`src/sv/spq_pkg.sv`:
```
// ----------------------------------------------------------------------------
// spq_pkg: shared types and codes for the sorted priority queue
// This package holds the controller states, the result status codes, and the
// command and status groups that pass between the controller and the datapath.
// ----------------------------------------------------------------------------
package spq_pkg;

   // request kinds carried on req_tuser
   localparam logic CMD_ENQUEUE = 1'b0;
   localparam logic CMD_DEQUEUE = 1'b1;

   // result status carried on rsp_tuser
   localparam logic [1:0] STATUS_DONE  = 2'd0;
   localparam logic [1:0] STATUS_EMPTY = 2'd1;
   localparam logic [1:0] STATUS_FULL  = 2'd2;

   typedef enum logic [2:0] {
      ST_IDLE,
      ST_SCAN,
      ST_CMP,
      ST_DEQ_RD,
      ST_DEQ_POP,
      ST_RESP
   } state_type;

   // controller to datapath
   typedef struct packed {
      logic capture;   // latch request, set up scan index and result status
      logic rd_scan;   // read the entry just below the scan index
      logic rd_head;   // read the front entry
      logic wr_new;    // write the new entry at the scan index
      logic wr_shift;  // move the read entry up one place
      logic pop;       // retire the front entry
      logic load_rsp;  // move the result into the output register
   } ctrl_cmd_type;

   // datapath to controller
   typedef struct packed {
      logic empty;
      logic full;
      logic idx_zero;
      logic key_le;
      logic out_free;
   } ctrl_sts_type;

endpackage

```
`src/sv/sorted_priority_queue_core.sv`:
```
// ----------------------------------------------------------------------------
// sorted_priority_queue_core: sorted list priority queue
// Holds up to CAPACITY entries sorted by signed priority, lowest first, equal
// priorities in arrival order. Each request gives one response with a status.
// ----------------------------------------------------------------------------
//
//   channel  direction  handshake              payload
//   req      in         req_tvalid/req_tready  tuser command, tdata data+priority
//   rsp      out        rsp_tvalid/rsp_tready  tuser status, tdata data+count
//
// - enqueue: the insertion scan alternates one registered read of the entry
//   store (scan step) with one write (compare step), moving entries up one
//   place until the new entry is written; dequeue reads, then retires the front
//   entry; an empty dequeue or a full enqueue goes straight to the response step
// - reset clears the entry count, head pointer and response valid; the store
//   itself is not cleared
// - a stalled response holds the controller in its response step; the next
//   request is taken once the response moves into the output register
//
module sorted_priority_queue_core
   import spq_pkg::*;
#(
   parameter int CAPACITY       = 16,
   parameter int DATA_WIDTH     = 32,
   parameter int PRIORITY_WIDTH = 16
) (
   input  logic        clock,
   input  logic        reset,
   input  logic        req_tvalid,
   output logic        req_tready,
   input  logic [47:0] req_tdata,   // [31:0] data_in, [47:32] priority_req
   input  logic        req_tuser,   // [0] command
   output logic        rsp_tvalid,
   input  logic        rsp_tready,
   output logic [39:0] rsp_tdata,   // [31:0] data_out, [36:32] entry_count, zero fill
   output logic  [1:0] rsp_tuser    // [1:0] status
);

   ctrl_cmd_type cmd;
   ctrl_sts_type sts;
   logic  [31:0] rsp_data;
   logic   [4:0] rsp_count;

   // controller: sequences each transfer through scan, dequeue and response
   spq_ctrl u_ctrl (
      .clock      (clock),
      .reset      (reset),
      .req_tvalid (req_tvalid),
      .req_tuser  (req_tuser),
      .req_tready (req_tready),
      .sts        (sts),
      .cmd        (cmd)
   );

   // datapath: circular sorted store, counters and output register
   spq_datapath #(
      .CAPACITY       (CAPACITY),
      .DATA_WIDTH     (DATA_WIDTH),
      .PRIORITY_WIDTH (PRIORITY_WIDTH)
   ) u_datapath (
      .clock        (clock),
      .reset        (reset),
      .req_command  (req_tuser),
      .req_data     (req_tdata[31:0]),
      .req_priority (req_tdata[47:32]),
      .cmd          (cmd),
      .sts          (sts),
      .rsp_tready   (rsp_tready),
      .rsp_tvalid   (rsp_tvalid),
      .rsp_data     (rsp_data),
      .rsp_status   (rsp_tuser),
      .rsp_count    (rsp_count)
   );

   // pack response fields, lowest field first
   assign rsp_tdata = {3'b000, rsp_count, rsp_data};

endmodule

```
`src/sv/spq_ctrl.sv`:
```
// ----------------------------------------------------------------------------
// spq_ctrl: controller of the sorted priority queue
// Sequences enqueue insertion scans, dequeue reads and result handoff.
// ----------------------------------------------------------------------------
module spq_ctrl
   import spq_pkg::*;
(
   input  logic         clock,
   input  logic         reset,
   input  logic         req_tvalid,
   input  logic         req_tuser,
   output logic         req_tready,
   input  ctrl_sts_type sts,
   output ctrl_cmd_type cmd
);

   state_type state_ff;
   state_type state_in;

   always_ff @(posedge clock) begin
      if (reset) begin
         state_ff <= ST_IDLE;
      end else begin
         state_ff <= state_in;
      end
   end

   // next state
   always_comb begin
      state_in = state_ff;
      case (state_ff)
         ST_IDLE: begin
            if (req_tvalid) begin
               if (req_tuser == CMD_DEQUEUE) begin
                  state_in = sts.empty ? ST_RESP : ST_DEQ_RD;
               end else begin
                  state_in = sts.full ? ST_RESP : ST_SCAN;
               end
            end
         end
         ST_SCAN: begin
            state_in = sts.idx_zero ? ST_RESP : ST_CMP;
         end
         ST_CMP: begin
            state_in = sts.key_le ? ST_RESP : ST_SCAN;
         end
         ST_DEQ_RD: begin
            state_in = ST_DEQ_POP;
         end
         ST_DEQ_POP: begin
            state_in = ST_RESP;
         end
         ST_RESP: begin
            if (sts.out_free) begin
               state_in = ST_IDLE;
            end
         end
         default: begin
            state_in = ST_IDLE;
         end
      endcase
   end

   // outputs
   always_comb begin
      cmd        = '0;
      req_tready = 1'b0;
      case (state_ff)
         ST_IDLE: begin
            req_tready  = 1'b1;
            cmd.capture = req_tvalid;
         end
         ST_SCAN: begin
            cmd.wr_new  = sts.idx_zero;
            cmd.rd_scan = !sts.idx_zero;
         end
         ST_CMP: begin
            cmd.wr_new   = sts.key_le;
            cmd.wr_shift = !sts.key_le;
         end
         ST_DEQ_RD: begin
            cmd.rd_head = 1'b1;
         end
         ST_DEQ_POP: begin
            cmd.pop = 1'b1;
         end
         ST_RESP: begin
            cmd.load_rsp = sts.out_free;
         end
         default: begin
            cmd = '0;
         end
      endcase
   end

endmodule

```
`src/sv/spq_datapath.sv`:
```
// ----------------------------------------------------------------------------
// spq_datapath: entry store and result registers of the sorted priority queue
// Entries sit in a circular buffer in sorted order; insertion moves entries up
// one place a step, dequeue advances the head.
// ----------------------------------------------------------------------------
module spq_datapath
   import spq_pkg::*;
#(
   parameter int CAPACITY       = 16,
   parameter int DATA_WIDTH     = 32,
   parameter int PRIORITY_WIDTH = 16
) (
   input  logic               clock,
   input  logic               reset,
   input  logic               req_command,
   input  logic        [31:0] req_data,
   input  logic        [15:0] req_priority,
   input  ctrl_cmd_type       cmd,
   output ctrl_sts_type       sts,
   input  logic               rsp_tready,
   output logic               rsp_tvalid,
   output logic        [31:0] rsp_data,
   output logic         [1:0] rsp_status,
   output logic         [4:0] rsp_count
);

   localparam int AW  = (CAPACITY > 1) ? $clog2(CAPACITY) : 1;
   localparam int CW  = $clog2(CAPACITY + 1);
   localparam int EW  = PRIORITY_WIDTH + DATA_WIDTH;
   localparam int DXW = DATA_WIDTH + 32;
   localparam int PXW = PRIORITY_WIDTH + 16;
   localparam int CXW = CW + 5;
   localparam logic [AW:0] CAP_EXT = (AW + 1)'(CAPACITY);
   localparam logic [CW-1:0] CAP_CNT = CW'(CAPACITY);
   localparam logic [PRIORITY_WIDTH-1:0] SIGN_FLIP =
      PRIORITY_WIDTH'(1) << (PRIORITY_WIDTH - 1);

   function automatic logic [AW-1:0] wrap_add(input logic [AW-1:0] a,
                                              input logic [AW-1:0] b);
      logic [AW:0] s;
      s = {1'b0, a} + {1'b0, b};
      if (s >= CAP_EXT) begin
         s = s - CAP_EXT;
      end
      return s[AW-1:0];
   endfunction

   logic [EW-1:0] mem [CAPACITY];
   logic [EW-1:0] rd_data_ff;

   logic [CW-1:0] count_ff, count_in;
   logic [AW-1:0] head_ff, head_in;
   logic [CW-1:0] idx_ff, idx_in;
   logic [EW-1:0] new_ff, new_in;
   logic   [31:0] res_data_ff, res_data_in;
   logic    [1:0] res_status_ff, res_status_in;
   logic          rsp_valid_ff, rsp_valid_in;
   logic   [31:0] rsp_data_ff, rsp_data_in;
   logic    [1:0] rsp_status_ff, rsp_status_in;
   logic    [4:0] rsp_count_ff, rsp_count_in;

   logic [DXW-1:0]            data_wide;
   logic [PXW-1:0]            prio_wide;
   logic [DATA_WIDTH+31:0]    out_wide;
   logic [CXW-1:0]            count_wide;
   logic [CW-1:0]             idx_dec;
   logic [AW-1:0]             rd_addr;
   logic [AW-1:0]             wr_addr;
   logic [EW-1:0]             wr_data;
   logic                      mem_we;
   logic [PRIORITY_WIDTH-1:0] key_rd;
   logic [PRIORITY_WIDTH-1:0] key_new;

   assign data_wide  = DXW'(req_data);
   assign prio_wide  = PXW'(req_priority);
   assign out_wide   = (DATA_WIDTH + 32)'(rd_data_ff[DATA_WIDTH-1:0]);
   assign count_wide = CXW'(count_ff);
   assign idx_dec    = idx_ff - CW'(1);

   // order key: sign bit flipped so unsigned compare gives signed order
   assign key_rd  = rd_data_ff[EW-1:DATA_WIDTH] ^ SIGN_FLIP;
   assign key_new = new_ff[EW-1:DATA_WIDTH] ^ SIGN_FLIP;

   assign rd_addr = (cmd.rd_head || !cmd.rd_scan) ? head_ff
                                                  : wrap_add(head_ff, idx_dec[AW-1:0]);
   assign wr_addr = wrap_add(head_ff, idx_ff[AW-1:0]);
   assign wr_data = cmd.wr_new ? new_ff : rd_data_ff;
   assign mem_we  = cmd.wr_new || cmd.wr_shift;

   always_ff @(posedge clock) begin
      if (mem_we) begin
         mem[wr_addr] <= wr_data;
      end
      rd_data_ff <= mem[rd_addr];
   end

   always_comb begin
      count_in      = count_ff;
      head_in       = head_ff;
      idx_in        = idx_ff;
      new_in        = new_ff;
      res_data_in   = res_data_ff;
      res_status_in = res_status_ff;
      rsp_valid_in  = rsp_valid_ff;
      rsp_data_in   = rsp_data_ff;
      rsp_status_in = rsp_status_ff;
      rsp_count_in  = rsp_count_ff;

      if (cmd.capture) begin
         idx_in      = count_ff;
         new_in      = {prio_wide[PRIORITY_WIDTH-1:0], data_wide[DATA_WIDTH-1:0]};
         res_data_in = '0;
         if (req_command == CMD_DEQUEUE) begin
            res_status_in = (count_ff == '0) ? STATUS_EMPTY : STATUS_DONE;
         end else begin
            res_status_in = (count_ff >= CAP_CNT) ? STATUS_FULL : STATUS_DONE;
         end
      end
      if (cmd.wr_new) begin
         count_in = count_ff + CW'(1);
      end
      if (cmd.wr_shift) begin
         idx_in = idx_dec;
      end
      if (cmd.pop) begin
         res_data_in = out_wide[31:0];
         count_in    = count_ff - CW'(1);
         head_in     = wrap_add(head_ff, AW'(1));
      end

      if (cmd.load_rsp) begin
         rsp_valid_in  = 1'b1;
         rsp_data_in   = res_data_ff;
         rsp_status_in = res_status_ff;
         rsp_count_in  = count_wide[4:0];
      end else if (rsp_tready) begin
         rsp_valid_in = 1'b0;
      end
   end

   always_ff @(posedge clock) begin
      if (reset) begin
         count_ff     <= '0;
         head_ff      <= '0;
         rsp_valid_ff <= 1'b0;
      end else begin
         count_ff     <= count_in;
         head_ff      <= head_in;
         rsp_valid_ff <= rsp_valid_in;
      end
   end

   always_ff @(posedge clock) begin
      idx_ff        <= idx_in;
      new_ff        <= new_in;
      res_data_ff   <= res_data_in;
      res_status_ff <= res_status_in;
      rsp_data_ff   <= rsp_data_in;
      rsp_status_ff <= rsp_status_in;
      rsp_count_ff  <= rsp_count_in;
   end

   assign sts.empty    = (count_ff == '0);
   assign sts.full     = (count_ff >= CAP_CNT);
   assign sts.idx_zero = (idx_ff == '0);
   assign sts.key_le   = (key_rd <= key_new);
   assign sts.out_free = !rsp_valid_ff || rsp_tready;

   assign rsp_tvalid = rsp_valid_ff;
   assign rsp_data   = rsp_data_ff;
   assign rsp_status = rsp_status_ff;
   assign rsp_count  = rsp_count_ff;

   a_count_bound: assert property (@(posedge clock) disable iff (reset)
      count_ff <= CAP_CNT)
      else $error("entry count above capacity");

   a_insert_grows: assert property (@(posedge clock) disable iff (reset)
      !reset && cmd.wr_new |=> count_ff == $past(count_ff) + CW'(1))
      else $error("insert did not grow the entry count");

   a_pop_advances: assert property (@(posedge clock) disable iff (reset)
      !reset && cmd.pop |=> count_ff == $past(count_ff) - CW'(1)
                            && head_ff != $past(head_ff))
      else $error("dequeue did not retire the front entry");

   a_no_write_on_pop: assert property (@(posedge clock) disable iff (reset)
      !(mem_we && cmd.pop))
      else $error("store written while retiring an entry");

endmodule

```
`config.mk`:
```
export PLATFORM = sky130hd
export DESIGN_NAME = sorted_priority_queue_core
export DESIGN_NICKNAME = d
export VERILOG_FILES = /design/src/sv/spq_pkg.sv /design/src/sv/sorted_priority_queue_core.sv /design/src/sv/spq_ctrl.sv /design/src/sv/spq_datapath.sv
export SDC_FILE = /design/constraint.sdc
export NUM_CORES = 1
export LEC_CHECK = 0
export ABC_CLOCK_PERIOD_IN_PS = 9200
export BUFFER_PORTS_ARGS = -buffer_cell sky130_fd_sc_hd__buf_2
export CAP_MARGIN = 20
export CORE_UTILIZATION = 52
export DETAILED_ROUTE_END_ITERATION = 10
export PLACE_DENSITY = 0.65
export REMOVE_ABC_BUFFERS = 1
export SLEW_MARGIN = 10
export SYNTH_ARGS = -nofsm -noshare
export SYNTH_HDL_FRONTEND = slang
export SYNTH_SLANG_ARGS = --single-unit
```
`constraint.sdc`:
```
create_clock -name clock -period 9.2 [get_ports clock]
set_input_delay 1.38 -clock clock [delete_from_list [all_inputs] [get_ports clock]]
set_output_delay 1.38 -clock clock [all_outputs]
set_load 0.03 [all_outputs]
```
After elaboration in Yosys (flattened, before gate mapping):

Memory sizes are Yosys's and may differ from the RTL's. A register that Yosys moved wholly into a read port is not among the register bits.
Index checks and enable logic that the tools add are counted.

* register bits: 139
* output and inout bits: 44
* memory bits (writable): 768
* memories: 1

Memory list
* u_datapath.mem: words 16, bits a word 48, read ports 1, clocked after Yosys merged registers in 1, wr ports 1, line spq_datapath.sv:48 `logic [EW-1:0] mem [CAPACITY];`

* add/subtract/negate cells: 9
* bitwise operators: 2
* magnitude comparators: 5
* muxes and demuxes: 34
* equality and inequality tests: 7
* reduce and logical (&&, ||, !) cells: 15

Operators by type and width (count)
* 2-to-1 mux 32 bit: 2
* 2-to-1 mux 48 bit: 1
* 2-to-1 mux 3 bit: 7
* greater-or-equal comparator 5 bit (second input constant): 4
* 2-to-1 mux 5 bit: 4
* one-hot mux 3 bit (6 select lines): 1
* less-or-equal comparator 16 bit: 1
* 2-to-1 mux 4 bit: 4
* 2-to-1 mux 1 bit: 12
* subtractor 4 x 1 -> 4 bit (second input constant): 3
* adder 4 x 4 -> 5 bit: 2
* zero test 5 bit: 2
* subtractor 5 x 1 -> 5 bit (second input constant): 2
* nonzero test 2 bit: 4
* equality test 3 x 2 -> 1 bit (second input constant): 2
* equality test 3 bit (second input constant): 2
* adder 4 x 1 -> 5 bit (second input constant): 1
* adder 5 x 1 -> 5 bit (second input constant): 1
* zero test 1 bit: 4
* 2-to-1 mux 2 bit: 2
* equality test 3 x 1 -> 1 bit (second input constant): 1
* zero test 3 bit: 1
* logical OR 1 bit: 3
* != test 2 x 1 -> 1 bit (second input constant): 1
* other kinds (4): 5

Depth between registers and ports, before layout:

Gate-level depths: netlist (run 1).

* depth in word-level cells: 7
* gate-level depth with buffers: 13

Hierarchy:

A second synthesis (run 1) with hierarchy kept.

* cell total of the unflattened synthesis: 2602
* area total of the unflattened synthesis: 36746.5 µm²

Modules (own cells, without submodules)
* spq_datapath: area each 36448.7 µm², times used 1, sequential area each 28006.9 µm², cells each 2562
* spq_ctrl: area each 271.5 µm², times used 1, sequential area each 60.1 µm², cells each 36
* sorted_priority_queue_core: area each 26.3 µm², times used 1, sequential area each 0.0 µm², cells each 4

Worst setup path before layout (run 1):

No wires, ideal clock.

* kind: flip-flop to flip-flop
* start point: reg u_datapath.idx_ff[0]
* end point: mem u_datapath.mem[13][0] (netlist bit), enable pin
* arrival time: 6.080 ns
* slack: 2.548 ns
* required time: 8.628 ns
* cell stages (with the launch flop): 7
* cells stage by stage: edfxtp_1 inv_1 ha_1 nor4b_4 a21oi_1 or2_0 nor4_1

* cells in the longest elaborated chain, start to end: 5
* elaborated cells on any way between the ends: 9
* those cells by class: add/sub: 2; order compare: 1; mux: 4; reduce/logical: 2

RTL lines
* start: declaration: line spq_datapath.sv:53 `logic [CW-1:0] idx_ff, idx_in;`
* start signal: assignment: line spq_datapath.sv:154 `idx_ff <= idx_in;`
* branches (longest 5 deep; another with adder 4 x 4 -> 5 bit)
* end: declaration: line spq_datapath.sv:48

Several ways; the timed one is not identified.

Worst setup path in the final report (run 1):

* start point: reg u_datapath.idx_ff[0]
* end point: reg u_datapath.rd_data_ff[9], read port of u_datapath.mem

* cells in the longest elaborated chain, start to end: 6
* elaborated cells on any way between the ends: 11
* those cells by class: add/sub: 3; order compare: 1; mux: 3; reduce/logical: 4

RTL lines
* branches (longest 5 deep; another with subtractor 5 x 1 -> 5 bit)
* 2-to-1 mux 4 bit *: line spq_datapath.sv:84 `assign rd_addr = (cmd.rd_head || !cmd.rd_scan) ? head_ff`
* end: declaration: line spq_datapath.sv:49 `logic [EW-1:0] rd_data_ff;`

Every way passes the cells marked *.
A chain may end at the register's enable or synchronous reset.

==> results of run 1 <==
[final cells by class]
| cell class | instances | area (µm²) | share of cell area |
|---|---|---|---|
| clock buffers | 126 | 2600 | 0.0636 |
| clock inverters | 49 | 589 | 0.0144 |
| inverters | 26 | 97.6 | 0.00239 |
| multi-input cells | 615 | 7600 | 0.186 |
| flip-flops and latches | 955 | 28100 | 0.687 |
| well taps | 931 | 1160 | 0.0285 |
| repair buffers | 125 | 731 | 0.0179 |
[per-stage QoR]
| step | util | cells | hold slack [ns] | setup WS [ns] | setup TNS (ns) |
|---|---|---|---|---|---|
| 6_report | 0.596 | 2827 | 0.417 | 4.38 | 0 |
| 3_3_place_gp | 0.549 | 2651 | 0.401 | 4.57 | 0 |
| 4_1_cts | 0.595 | 2826 | 0.417 | 4.36 | 0 |
| 3_5_place_dp | 0.549 | 2651 | 0.405 | 4.39 | 0 |
| 5_1_grt | 0.596 | 2827 | 0.418 | 4.03 | 0 |
| 2_1_floorplan | - | 1596 | 0.400 | -10.81 | -518.12 |
[worst max-delay path: stages (launching register included)]
cell                       delay [ns]
sky130_fd_sc_hd__edfxtp_1        0.45
sky130_fd_sc_hd__inv_1           0.12
sky130_fd_sc_hd__ha_1            0.21
sky130_fd_sc_hd__xor2_1          0.22
sky130_fd_sc_hd__ha_1            0.32
sky130_fd_sc_hd__a21oi_1         0.23
sky130_fd_sc_hd__a211oi_1        0.12
sky130_fd_sc_hd__o21ai_1         0.35
sky130_fd_sc_hd__xor2_4          0.18
sky130_fd_sc_hd__buf_4           0.76
sky130_fd_sc_hd__buf_4           0.93
sky130_fd_sc_hd__mux4_2          0.42
sky130_fd_sc_hd__a22oi_1         0.22
sky130_fd_sc_hd__nand2_1         0.08
[state kept, by name, summed over array words and instances (netlist names)]
register / count
u_ctrl.state_ff: 3
u_datapath.count_ff: 5
u_datapath.head_ff: 4
u_datapath.idx_ff: 5
u_datapath.mem: 768
u_datapath.new_ff: 48
u_datapath.rd_data_ff: 48
u_datapath.res_data_ff: 32
u_datapath.res_status_ff: 2
u_datapath.rsp_count: 5
u_datapath.rsp_data: 32
u_datapath.rsp_status: 2
u_datapath.rsp_tvalid: 1
[worst max path at each step]
stage	end	slack [ns]
floorplan	u_datapath.rd_data_ff[46]$_DFF_P_	-10.81
global placement	u_datapath.rd_data_ff[21]$_DFF_P_	4.57
detailed placement	u_datapath.rd_data_ff[17]$_DFF_P_	4.39
CTS	u_datapath.rd_data_ff[9]$_DFF_P_	4.36
global route	u_datapath.rd_data_ff[9]$_DFF_P_	4.03
finish	u_datapath.rd_data_ff[9]$_DFF_P_	4.38
[metal layers]
metal / routed length [µm] / part of all wire
met5: 0 / 0
met4: 1480 / 0.019
met3: 4990 / 0.064
met2: 37300 / 0.48
met1: 33700 / 0.43
[power breakdown]
part | leakage (nW) | switching [mW] | internal [mW] | total, mW
Clock | 1.54 | 1.61 | 2.30 | 3.91
Sequential | 8.63 | 0.190 | 5.90 | 6.09
Combinational | 3.57 | 2.11 | 1.32 | 3.43
Total | 13.8 | 3.91 | 9.52 | 13.4
[kinds of logic after synthesis]
logic type | after synthesis
mux | 248
fa+ha+maj | 30
buf+inv | 110
simple gates | 175
other cells | 1
flops | 955
compound gates | 142
xor+xnor | 17
[synth_stat cells (all sizes together)]
master / n
nor2: 31
o211a: 1
or3: 4
o2111ai: 1
a31oi: 2
nand2b: 2
clkbuf: 30
o22ai: 1
o31a: 1
nor4: 7
a31o: 1
or4: 1
mux4: 192
xnor2: 9
nand3b: 5
a22oi: 96
a211oi: 2
buf: 54
nand4: 5
nand3: 7
nor2b: 5
a2111o: 1
xor2: 8
and3: 32
inv: 26
nor3: 2
or2: 2
o21ai: 8
o21a: 1
o31ai: 2
edfxtp: 894
nor3b: 2
dfxtp: 61
nor4b: 1
a21o: 7
fa: 3
conb: 1
ha: 27
mux2i: 5
mux2: 51
o211ai: 2
a21oi: 16
nand2: 69
==> tab_implementation.tex, run 1 <==
\begin{tabular}{lr}
\hline
Metric & Value \\
\hline
\multicolumn{2}{l}{\textbf{Status}} \\
Status & finished, final reports clean \\
\multicolumn{2}{l}{\textbf{Detailed routing}} \\
Drt via density & approximately 6 \\
Detailed router's first-iteration violation count & 1677 \\
Number of search-and-repair iterations in the first detailed-routing pass & 6 \\
Total Routed Length & 77400 µm \\
Routed length per instance & 27.4 µm \\
Total via count after detailed routing & approximately 17000 \\
Antenna-violating nets left & 0 \\
Residual DRC & 0 \\
\multicolumn{2}{l}{\textbf{Die}} \\
Die height & 265 µm \\
Area of the die & 0.0703 mm² \\
IO Pins & 97 \\
Num rows & 96 \\
Core Footprint & 0.0686 mm² \\
DIE WIDTH & 265 µm \\
Initial core utilization & 0.525 \\
\multicolumn{2}{l}{\textbf{Synth}} \\
Fraction of the yosys area taken by sequential cells & 0.780 \\
Post-synth top area share & 0.746 \\
Combinational family with the most area after synthesis & multiplexers \\
Leading post-synthesis cells by cell area & sky130\_fd\_sc\_hd\_\_edfxtp\_1 (75\%), sky130\_fd\_sc\_hd\_\_mux4\_2 (12\%), sky130\_fd\_sc\_hd\_\_dfxtp\_1 (3.4\%) \\
Post-synthesis share of cell area spent on xor and xnor gates & 0.00414 \\
Share of synthesized cell area in and, or, nand and nor gates & 0.0242 \\
Compound-Gate Fraction of Synth Area & 0.0281 \\
Fraction of synthesized area in multiplexers & 0.138 \\
Synthesized area per cell & 21.4 µm² \\
Adder-cell area share of the yosys netlist & 0.0111 \\
Cell area after technology mapping & $\sim$0.036 mm² \\
Library cell occupying the most area in the post-synthesis netlist & sky130\_fd\_sc\_hd\_\_edfxtp\_1 \\
Cells after synthesis & 1678 \\
Number of unique standard cell types used by synthesis & 50 \\
Register bit total from synthesis & 955 \\
Warnings, synthesis & 0 \\
\multicolumn{2}{l}{\textbf{Clocking}} \\
TritonCTS clock tree & done \\
Count of hold-fix buffers inserted at cts & 0 \\
Clock transition at the registers of the reported paths & 0.06 ns \\
Count of clock tree sinks & 955 \\
Number of buffers created by CTS & 95 \\
Worst skew pair latency & 0.66 ns \\
Maximum level of the CTS H-tree & 3 \\
Max Root-Sink Buffers & 3 \\
Buffers inserted during post-CTS setup optimization & 0 \\
Total of cells resized after clock tree synthesis & 0 \\
Root buf cell & sky130\_fd\_sc\_hd\_\_clkbuf\_16 \\
\multicolumn{2}{l}{\textbf{Hold path}} \\
Hold Path End & u\_datapath.rsp\_data[4]\$\_DFFE\_PP\_ \\
Class of the worst hold path & register to register \\
Hold\_sp & u\_datapath.res\_data\_ff[4]\$\_SDFFCE\_PN0P\_ \\
Worst hold stages & 0 \\
\multicolumn{2}{l}{\textbf{Timing}} \\
Tightest Pin Transition & 1.05 ns \\
Post-layout minimum cycle time & around 4.8 ns \\
Setup repair after global routing missed its margin & no \\
Final clock period utilization by the worst path & 0.524 \\
Slew Limit Fails & 0 \\
Slew Limit Headroom & 0.299 \\
Max Freq & a little over 200 MHz \\
Count of endpoints failing hold in the final timing report & 0 \\
Worst-case clock skew & roughly 0.026 ns \\
Final setup violating endpoints & 0 \\
\multicolumn{2}{l}{\textbf{Global routing}} \\
Final global-route overflow total & 0 \\
Wire length of the first global-routing pass & 114000 µm \\
Global-route track usage on met2 & 0.358 \\
Grt met3 use & 0.0328 \\
Initial antenna violation count & 1 \\
Global routing's busiest layer & met2 \\
Via count of the first global-routing pass & about 17000 \\
Routing usage on met1 & 0.332 \\
Aggregate global-route resource usage & 0.226 \\
Pin count of the biggest net entering global routing & 97 \\
\multicolumn{2}{l}{\textbf{Cells and area}} \\
Most common cell after layout, fill and taps aside & sky130\_fd\_sc\_hd\_\_edfxtp\_1 \\
Fraction of layout instances using a drive strength above 1 & 0.258 \\
Most used cells in the layout excluding fill and tap cells & sky130\_fd\_sc\_hd\_\_edfxtp\_1 (894), sky130\_fd\_sc\_hd\_\_mux4\_2 (192), sky130\_fd\_sc\_hd\_\_clkbuf\_16 (97) \\
Synth-to-layout area growth & 13.5\% \\
Post-layout instance area & 0.0409 mm² \\
Total Nets Final & approximately 1900 \\
Diode count & 0 \\
\# fillers & 4815 \\
\multicolumn{2}{l}{\textbf{Critical path}} \\
Start point of the critical path & u\_datapath.idx\_ff[0]\$\_DFFE\_PP\_ \\
Worst R2R Start & u\_datapath.idx\_ff[0]\$\_DFFE\_PP\_ \\
Register-to-register setup slack & $\sim$4.4 ns \\
Type of the worst setup path & register to register \\
Endpoint class of the critical path & register \\
Worst setup SP type & register \\
Crit path arrival time & 5.35 ns \\
Crit Reg-Reg Endpoint & u\_datapath.rd\_data\_ff[9]\$\_DFF\_P\_ \\
Required time worst endpoint & 9.73 ns \\
Depth of the most critical reg-to-reg path & 13 \\
Crit Path Max Fanout & between 70 and 80 \\
\multicolumn{2}{l}{\textbf{Place}} \\
Routability Congestion & 0.763 \\
PortBufs & 93 \\
DPL Wire Length & 36300 µm \\
Post-Place Cell Area & 0.0376 mm² \\
\multicolumn{2}{l}{\textbf{Pwr}} \\
Reported leakage power & approximately 14 nW \\
Peak supply drop & $\sim$0.24 mV \\
Total design power & 13.4 mW \\
PD cells & 329 mW/mm² \\
\multicolumn{2}{l}{\textbf{Job}} \\
Max-cap check violation count & 0 \\
\hline
\end{tabular}
(Power assumes the default switching activity.)
==> inputs of run 2 (changes only) <==
- ABC_CLOCK_PERIOD_IN_PS: 9200 -> 4900
- clock period: 9.2 -> 4.9 ns (I/O delays scaled with it)
==> run 2 against run 1 <==
Worst hold slack lost 0.16 ns. Sequential share of layout area fell by 0.51 points. Total power rose by 89%. Count of clock-buffer cells in the layout rose by 7. Sequential power is 87% higher. Routed wire length up 1.7%. First-iteration DRC count is 8.2% higher. Combinational power is 94% higher.
==> tab_implementation.tex, run 2 (synthesized netlist as in run 1, its figures left out) <==
\begin{tabular}{lr}
\hline
Metric & Value \\
\hline
\multicolumn{2}{l}{\textbf{Status}} \\
Status & finished, final reports clean \\
\multicolumn{2}{l}{\textbf{Clocking}} \\
Count of hold-fix buffers inserted at cts & 0 \\
Buffers inserted during post-CTS setup optimization & 0 \\
Worst skew pair latency & 0.65 ns \\
Clock transition at the registers of the reported paths & 0.06 ns \\
Max Root-Sink Buffers & 3 \\
Number of buffers created by CTS & 96 \\
Count of clock tree sinks & 955 \\
Maximum level of the CTS H-tree & 3 \\
TritonCTS clock tree & done \\
Total of cells resized after clock tree synthesis & 0 \\
Root buf cell & sky130\_fd\_sc\_hd\_\_clkbuf\_16 \\
\multicolumn{2}{l}{\textbf{Timing}} \\
Count of endpoints failing hold in the final timing report & 0 \\
Post-layout minimum cycle time & between 3 and 4 ns \\
Max Freq & between 200 and 300 MHz \\
Slew Limit Fails & 0 \\
Final clock period utilization by the worst path & 0.814 \\
Worst path setup slack after routing & 0.912 ns \\
Worst-case clock skew & around 0.026 ns \\
Tightest Pin Transition & about 1.1 ns \\
Slew Limit Headroom & 0.289 \\
Final setup violating endpoints & 0 \\
Setup repair after global routing missed its margin & no \\
Setup TNS after final layout & 0 ns \\
\multicolumn{2}{l}{\textbf{Critical path}} \\
Depth of the most critical reg-to-reg path & 8 \\
Crit Reg-Reg Endpoint & u\_datapath.mem[14][0]\$\_DFFE\_PP\_ \\
Crit Path Max Fanout & 30 \\
Cell family contributing the most delay on the critical path & compound AO/OA/AOI/OAI gates \\
Type of the worst setup path & register to register \\
Worst setup SP type & register \\
Critical Path, Cell by Cell & ha\_1, nand4\_1, a2111o\_1, nand2\_1, nor4\_1, o21ai\_4, buf\_12, mux2\_1 \\
Required time worst endpoint & 5.20 ns \\
Crit path arrival time & between 4 and 5 ns \\
Endpoint class of the critical path & register \\
Worst R2R Start & u\_datapath.new\_ff[47]\$\_DFFE\_PP\_ \\
Master of the slowest instance on the critical path & sky130\_fd\_sc\_hd\_\_o21ai\_4 \\
Longest individual stage delay on the worst path & just over 0.8 ns \\
Number of buffer and inverter stages on the critical path & 1 \\
Register-to-register setup slack & between 0.9 and 1 ns \\
\multicolumn{2}{l}{\textbf{Cells and area}} \\
Synth-to-layout area growth & 14.4\% \\
Most common cell after layout, fill and taps aside & sky130\_fd\_sc\_hd\_\_edfxtp\_1 \\
Largest registers & u\_datapath.mem: 768 flops, u\_datapath.new\_ff: 48 flops, u\_datapath.rd\_data\_ff: 48 flops \\
Diode count & 0 \\
Register with the highest flop count & u\_datapath.mem \\
Total Nets Final & 1923 \\
\# fillers & 4764 \\
Max FFs per register & 768 \\
Most used cells in the layout excluding fill and tap cells & sky130\_fd\_sc\_hd\_\_edfxtp\_1 (894), sky130\_fd\_sc\_hd\_\_mux4\_2 (192), sky130\_fd\_sc\_hd\_\_clkbuf\_16 (98) \\
Fraction of layout instances using a drive strength above 1 & 0.268 \\
\multicolumn{2}{l}{\textbf{Global routing}} \\
Final global-route overflow total & 0 \\
Initial antenna violation count & 2 \\
Via count of the first global-routing pass & 17600 \\
Aggregate global-route resource usage & 0.229 \\
Pin count of the biggest net entering global routing & 70 \\
Wire length of the first global-routing pass & 116000 µm \\
\multicolumn{2}{l}{\textbf{Hold path}} \\
Hold Path End & u\_datapath.new\_ff[9]\$\_DFFE\_PP\_ \\
Hold\_sp & req\_tdata[9] \\
Worst hold stages & 1 \\
Class of the worst hold path & input pin to register \\
\multicolumn{2}{l}{\textbf{Place}} \\
DPL Wire Length & 40600 µm \\
PortBufs & 93 \\
Routability Congestion & $\sim$0.78 \\
Worst Setup Slack post-DPL & 1.00 ns \\
\multicolumn{2}{l}{\textbf{Pwr}} \\
Reported leakage power & 13.9 nW \\
Peak supply drop & 0.332 mV \\
PD cells & between 600 and 700 mW/mm² \\
\multicolumn{2}{l}{\textbf{Detailed routing}} \\
Residual DRC & 0 \\
Total via count after detailed routing & 17100 \\
Antenna-violating nets left & 0 \\
Total Routed Length & 78700 µm \\
Detailed router's first-iteration violation count & around 1800 \\
Number of search-and-repair iterations in the first detailed-routing pass & 5 \\
Drt via density & 5.99 \\
Routed length per instance & $\sim$28 µm \\
\multicolumn{2}{l}{\textbf{Die}} \\
Core Footprint & 0.0686 mm² \\
Initial core utilization & 0.525 \\
Num rows & between 90 and 100 \\
Area of the die & between 0.07 and 0.08 mm² \\
Die height & 265 µm \\
DIE WIDTH & 265 µm \\
IO Pins & 97 \\
\multicolumn{2}{l}{\textbf{Job}} \\
Max-cap check violation count & 0 \\
\hline
\end{tabular}
run 2: layout make-up:
class	instances	area, µm²	area share
flip-flops and latches	955	28100	0.682
multi-input cells	615	7600	0.185
clock buffers	133	2690	0.0655
well taps	931	1160	0.0283
repair buffers	146	1040	0.0252
clock inverters	48	489	0.0119
inverters	26	97.6	0.00237
run 2: stage by stage:
step	power, mW	utilization	hold slack, ns	cells	cell area [µm²]
after CTS	25.6	0.600	0.228	2854	41200
after global placement	18.1	0.553	0.400	2672	38000
after detailed placement	18.3	0.554	0.405	2673	38000
after floorplan	15.3	-	0.400	1596	35600
final	25.4	0.600	0.262	2854	41200
after global routing	26.5	0.600	0.241	2854	41200
run 2: how the worst max path moves through the flow:
stage | slack (ns) | to | start | depth (start not counted)
floorplan | -15.11 | u_datapath.rd_data_ff[46]$_DFF_P_ | u_datapath.idx_ff[0]$_DFFE_PP_ | 8
global placement | 1.03 | u_datapath.mem[7][0]$_DFFE_PP_ | u_datapath.new_ff[47]$_DFFE_PP_ | 8
detailed placement | 1.00 | u_datapath.mem[14][0]$_DFFE_PP_ | u_datapath.new_ff[47]$_DFFE_PP_ | 8
CTS | 0.98 | u_datapath.mem[5][20]$_DFFE_PP_ | u_datapath.new_ff[47]$_DFFE_PP_ | 8
global route | 0.74 | u_datapath.rd_data_ff[26]$_DFF_P_ | u_datapath.idx_ff[0]$_DFFE_PP_ | 13
finish | 0.91 | u_datapath.mem[14][0]$_DFFE_PP_ | u_datapath.new_ff[47]$_DFFE_PP_ | 8
run 2: layer usage:
layer | routed length, µm | track usage | up-vias
li1 | - | - | 7271
met4 | 1430 | 0.0619 | 0
met2 | 37900 | 0.362 | 666
met1 | 34000 | 0.337 | 9062
met3 | 5370 | 0.0343 | 106
met5 | 0 | 0 | -
run 2: report_power, final:
part / switching, mW / internal, mW
clock network: 3.04 / 4.28
logic: 4.04 / 2.62
registers: 0.331 / 11.1
total: 7.41 / 18.0
==> inputs of run 3 (changes only) <==
- ABC_CLOCK_PERIOD_IN_PS: 4900 -> 4000
- clock period: 4.9 -> 4 ns (I/O delays scaled with it)
==> run 3 against run 2 <==
Worst hold slack worse by 0.14 ns. Count of clock-buffer cells in the layout shrank 5. Via count up 0.33%. Final cell count rose by 0.21%. Fmax is 13% higher. Clock skew decreased by 0.0096 ns. Register-to-register slack got worse by 0.44 ns. Largest power group unchanged. Global-route usage rose by 0.065 points. Sequential cell count unchanged.
==> tab_implementation.tex, run 3 (synthesized netlist as in run 1, its figures left out) <==
\begin{tabular}{lr}
\hline
Metric & Value \\
\hline
\multicolumn{2}{l}{\textbf{Clocking}} \\
Count of hold-fix buffers inserted at cts & 0 \\
Root buf cell & sky130\_fd\_sc\_hd\_\_clkbuf\_16 \\
Total of cells resized after clock tree synthesis & 0 \\
TritonCTS clock tree & done \\
Buffers inserted during post-CTS setup optimization & 0 \\
Max Root-Sink Buffers & 3 \\
Maximum level of the CTS H-tree & 3 \\
Clock transition at the registers of the reported paths & 0.06 ns \\
Worst skew pair latency & 0.65 ns \\
Count of clock tree sinks & 955 \\
Number of buffers created by CTS & 96 \\
\multicolumn{2}{l}{\textbf{Die}} \\
Initial core utilization & 0.525 \\
DIE WIDTH & 265 µm \\
IO Pins & 97 \\
Core Footprint & 0.0686 mm² \\
Num rows & 96 \\
Area of the die & 0.0703 mm² \\
Die height & 265 µm \\
\multicolumn{2}{l}{\textbf{Critical path}} \\
Required time worst endpoint & 4.53 ns \\
Crit path arrival time & 4.05 ns \\
Depth of the most critical reg-to-reg path & 13 \\
Crit Path Max Fanout & 35 \\
Crit Reg-Reg Endpoint & u\_datapath.rd\_data\_ff[40]\$\_DFF\_P\_ \\
Type of the worst setup path & register to register \\
Endpoint class of the critical path & register \\
Worst setup SP type & register \\
Worst R2R Start & u\_datapath.idx\_ff[0]\$\_DFFE\_PP\_ \\
Register-to-register setup slack & 0.47 ns \\
\multicolumn{2}{l}{\textbf{Place}} \\
Post-Place Cell Area & 0.0384 mm² \\
PortBufs & slightly above 90 \\
DPL Wire Length & 40500 µm \\
Routability Congestion & 0.757 \\
Worst Setup Slack post-DPL & 0.503 ns \\
\multicolumn{2}{l}{\textbf{Hold path}} \\
Class of the worst hold path & input pin to register \\
Hold Path End & u\_datapath.new\_ff[19]\$\_DFFE\_PP\_ \\
Worst hold stages & 1 \\
Hold\_sp & req\_tdata[19] \\
\multicolumn{2}{l}{\textbf{Detailed routing}} \\
Detailed router's first-iteration violation count & 1903 \\
Wl on met1 & 33100 µm \\
Drt via density & 6.00 \\
Antenna-violating nets left & 0 \\
Met3 routed WL & 5750 µm \\
Routed length per instance & 27.8 µm \\
Uppermost metal layer occupied by signal nets & met4 \\
Residual DRC & 0 \\
Number of search-and-repair iterations in the first detailed-routing pass & 6 \\
Total via count after detailed routing & 17200 \\
Total Routed Length & approximately 80000 µm \\
Amount of wire on met2 after detailed routing & 39000 µm \\
\multicolumn{2}{l}{\textbf{Timing}} \\
Max Freq & 284 MHz \\
Final clock period utilization by the worst path & 0.882 \\
Setup TNS after final layout & 0 ns \\
Slew Limit Fails & 0 \\
Tightest Pin Transition & 0.983 ns \\
Final setup violating endpoints & 0 \\
Worst path setup slack after routing & 0.474 ns \\
Setup repair after global routing missed its margin & no \\
Slew Limit Headroom & 0.345 \\
Count of endpoints failing hold in the final timing report & 0 \\
Hold slack final & 0.123 ns \\
Post-layout minimum cycle time & 3.53 ns \\
Worst-case clock skew & $\sim$0.016 ns \\
\multicolumn{2}{l}{\textbf{Cells and area}} \\
Synth-to-layout area growth & 15.2\% \\
Post-layout instance area & 0.0414 mm² \\
Total Nets Final & 1930 \\
Most common cell after layout, fill and taps aside & sky130\_fd\_sc\_hd\_\_edfxtp\_1 \\
Fraction of the core area covered by cells at the end of the flow & 0.604 \\
Most used cells in the layout excluding fill and tap cells & sky130\_fd\_sc\_hd\_\_edfxtp\_1 (894), sky130\_fd\_sc\_hd\_\_mux4\_2 (192), sky130\_fd\_sc\_hd\_\_clkbuf\_16 (97) \\
Multi-input gate area & 0.00759 mm² \\
Register with the highest flop count & u\_datapath.mem \\
Largest registers & u\_datapath.mem: 768 flops, u\_datapath.new\_ff: 48 flops, u\_datapath.rd\_data\_ff: 48 flops \\
Flip-flop and latch area & approximately 0.028 mm² \\
Fraction of layout instances using a drive strength above 1 & 0.265 \\
Diode count & 0 \\
Max FFs per register & 768 \\
\# fillers & around 4700 \\
\multicolumn{2}{l}{\textbf{Global routing}} \\
Final global-route overflow total & 0 \\
Aggregate global-route resource usage & 0.230 \\
Wire length of the first global-routing pass & 116000 µm \\
Initial antenna violation count & 3 \\
Pin count of the biggest net entering global routing & 74 \\
Via count of the first global-routing pass & $\sim$18000 \\
\multicolumn{2}{l}{\textbf{Pwr}} \\
Reported leakage power & $\sim$14 nW \\
PD cells & 747 mW/mm² \\
Peak supply drop & between 0.3 and 0.4 mV \\
\multicolumn{2}{l}{\textbf{Job}} \\
Max-cap check violation count & 0 \\
\multicolumn{2}{l}{\textbf{Status}} \\
Status & finished, final reports clean \\
\hline
\end{tabular}
[run 3: cell count changes in the layout (fill, tap and decap cells not counted), moves of 5 or more]
cell / previous run / this run
sky130_fd_sc_hd__clkinv_1: 12 / 22
sky130_fd_sc_hd__clkbuf_8: 11 / 6
sky130_fd_sc_hd__buf_4: 39 / 16
sky130_fd_sc_hd__clkinv_2: 18 / 13
sky130_fd_sc_hd__buf_12: 14 / 44
[run 3: area by class of cell]
type	instances	share of cell area
inverters	26	0.00236
clock buffers	128	0.0628
well taps	931	0.0281
clock inverters	52	0.0107
repair buffers	153	0.0354
multi-input cells	615	0.183
flip-flops and latches	955	0.677
[run 3: metal layers]
metal  track usage  up-vias
li1              -     7296
met2         0.371      690
met1         0.329     9052
met4        0.0605        0
met5             0        -
met3        0.0376      123
[run 3: critical path: stages (launching register included)]
cell	delay [ns]
sky130_fd_sc_hd__edfxtp_1	0.42
sky130_fd_sc_hd__inv_1	0.09
sky130_fd_sc_hd__ha_1	0.24
sky130_fd_sc_hd__xor2_1	0.19
sky130_fd_sc_hd__ha_1	0.36
sky130_fd_sc_hd__a21oi_1	0.22
sky130_fd_sc_hd__a211oi_1	0.11
sky130_fd_sc_hd__o21ai_1	0.34
sky130_fd_sc_hd__xor2_4	0.24
sky130_fd_sc_hd__buf_12	0.28
sky130_fd_sc_hd__buf_4	0.29
sky130_fd_sc_hd__mux4_2	0.32
sky130_fd_sc_hd__a22oi_1	0.22
sky130_fd_sc_hd__nand2_1	0.07
[run 3: worst max path at each step]
stage / startpoint / end / slack, ns / cells after the start
6_report: u_datapath.idx_ff[0]$_DFFE_PP_ / u_datapath.rd_data_ff[40]$_DFF_P_ / 0.47 / 13
5_1_grt: u_datapath.idx_ff[0]$_DFFE_PP_ / u_datapath.rd_data_ff[14]$_DFF_P_ / 0.25 / 13
4_1_cts: u_datapath.idx_ff[0]$_DFFE_PP_ / u_datapath.rd_data_ff[40]$_DFF_P_ / 0.46 / 13
3_5_place_dp: u_datapath.idx_ff[0]$_DFFE_PP_ / u_datapath.rd_data_ff[41]$_DFF_P_ / 0.50 / 13
3_3_place_gp: u_datapath.idx_ff[1]$_DFFE_PP_ / u_datapath.rd_data_ff[38]$_DFF_P_ / 0.54 / 13
2_1_floorplan: u_datapath.idx_ff[0]$_DFFE_PP_ / u_datapath.rd_data_ff[46]$_DFF_P_ / -16.01 / 8
[run 3: per-stage QoR]
stage,instances,power (mW)
after floorplan,1596,18.5
after global placement,2680,22.3
after detailed placement,2680,22.6
after CTS,2860,31.2
after global routing,2860,32.2
final,2860,31.0
[run 3: power by group]
part	internal, mW	switching (mW)	leakage (nW)
clock	4.97	3.69	1.48
sequential	13.6	0.458	8.63
combinational	3.33	4.96	3.87
total	21.9	9.10	14.0
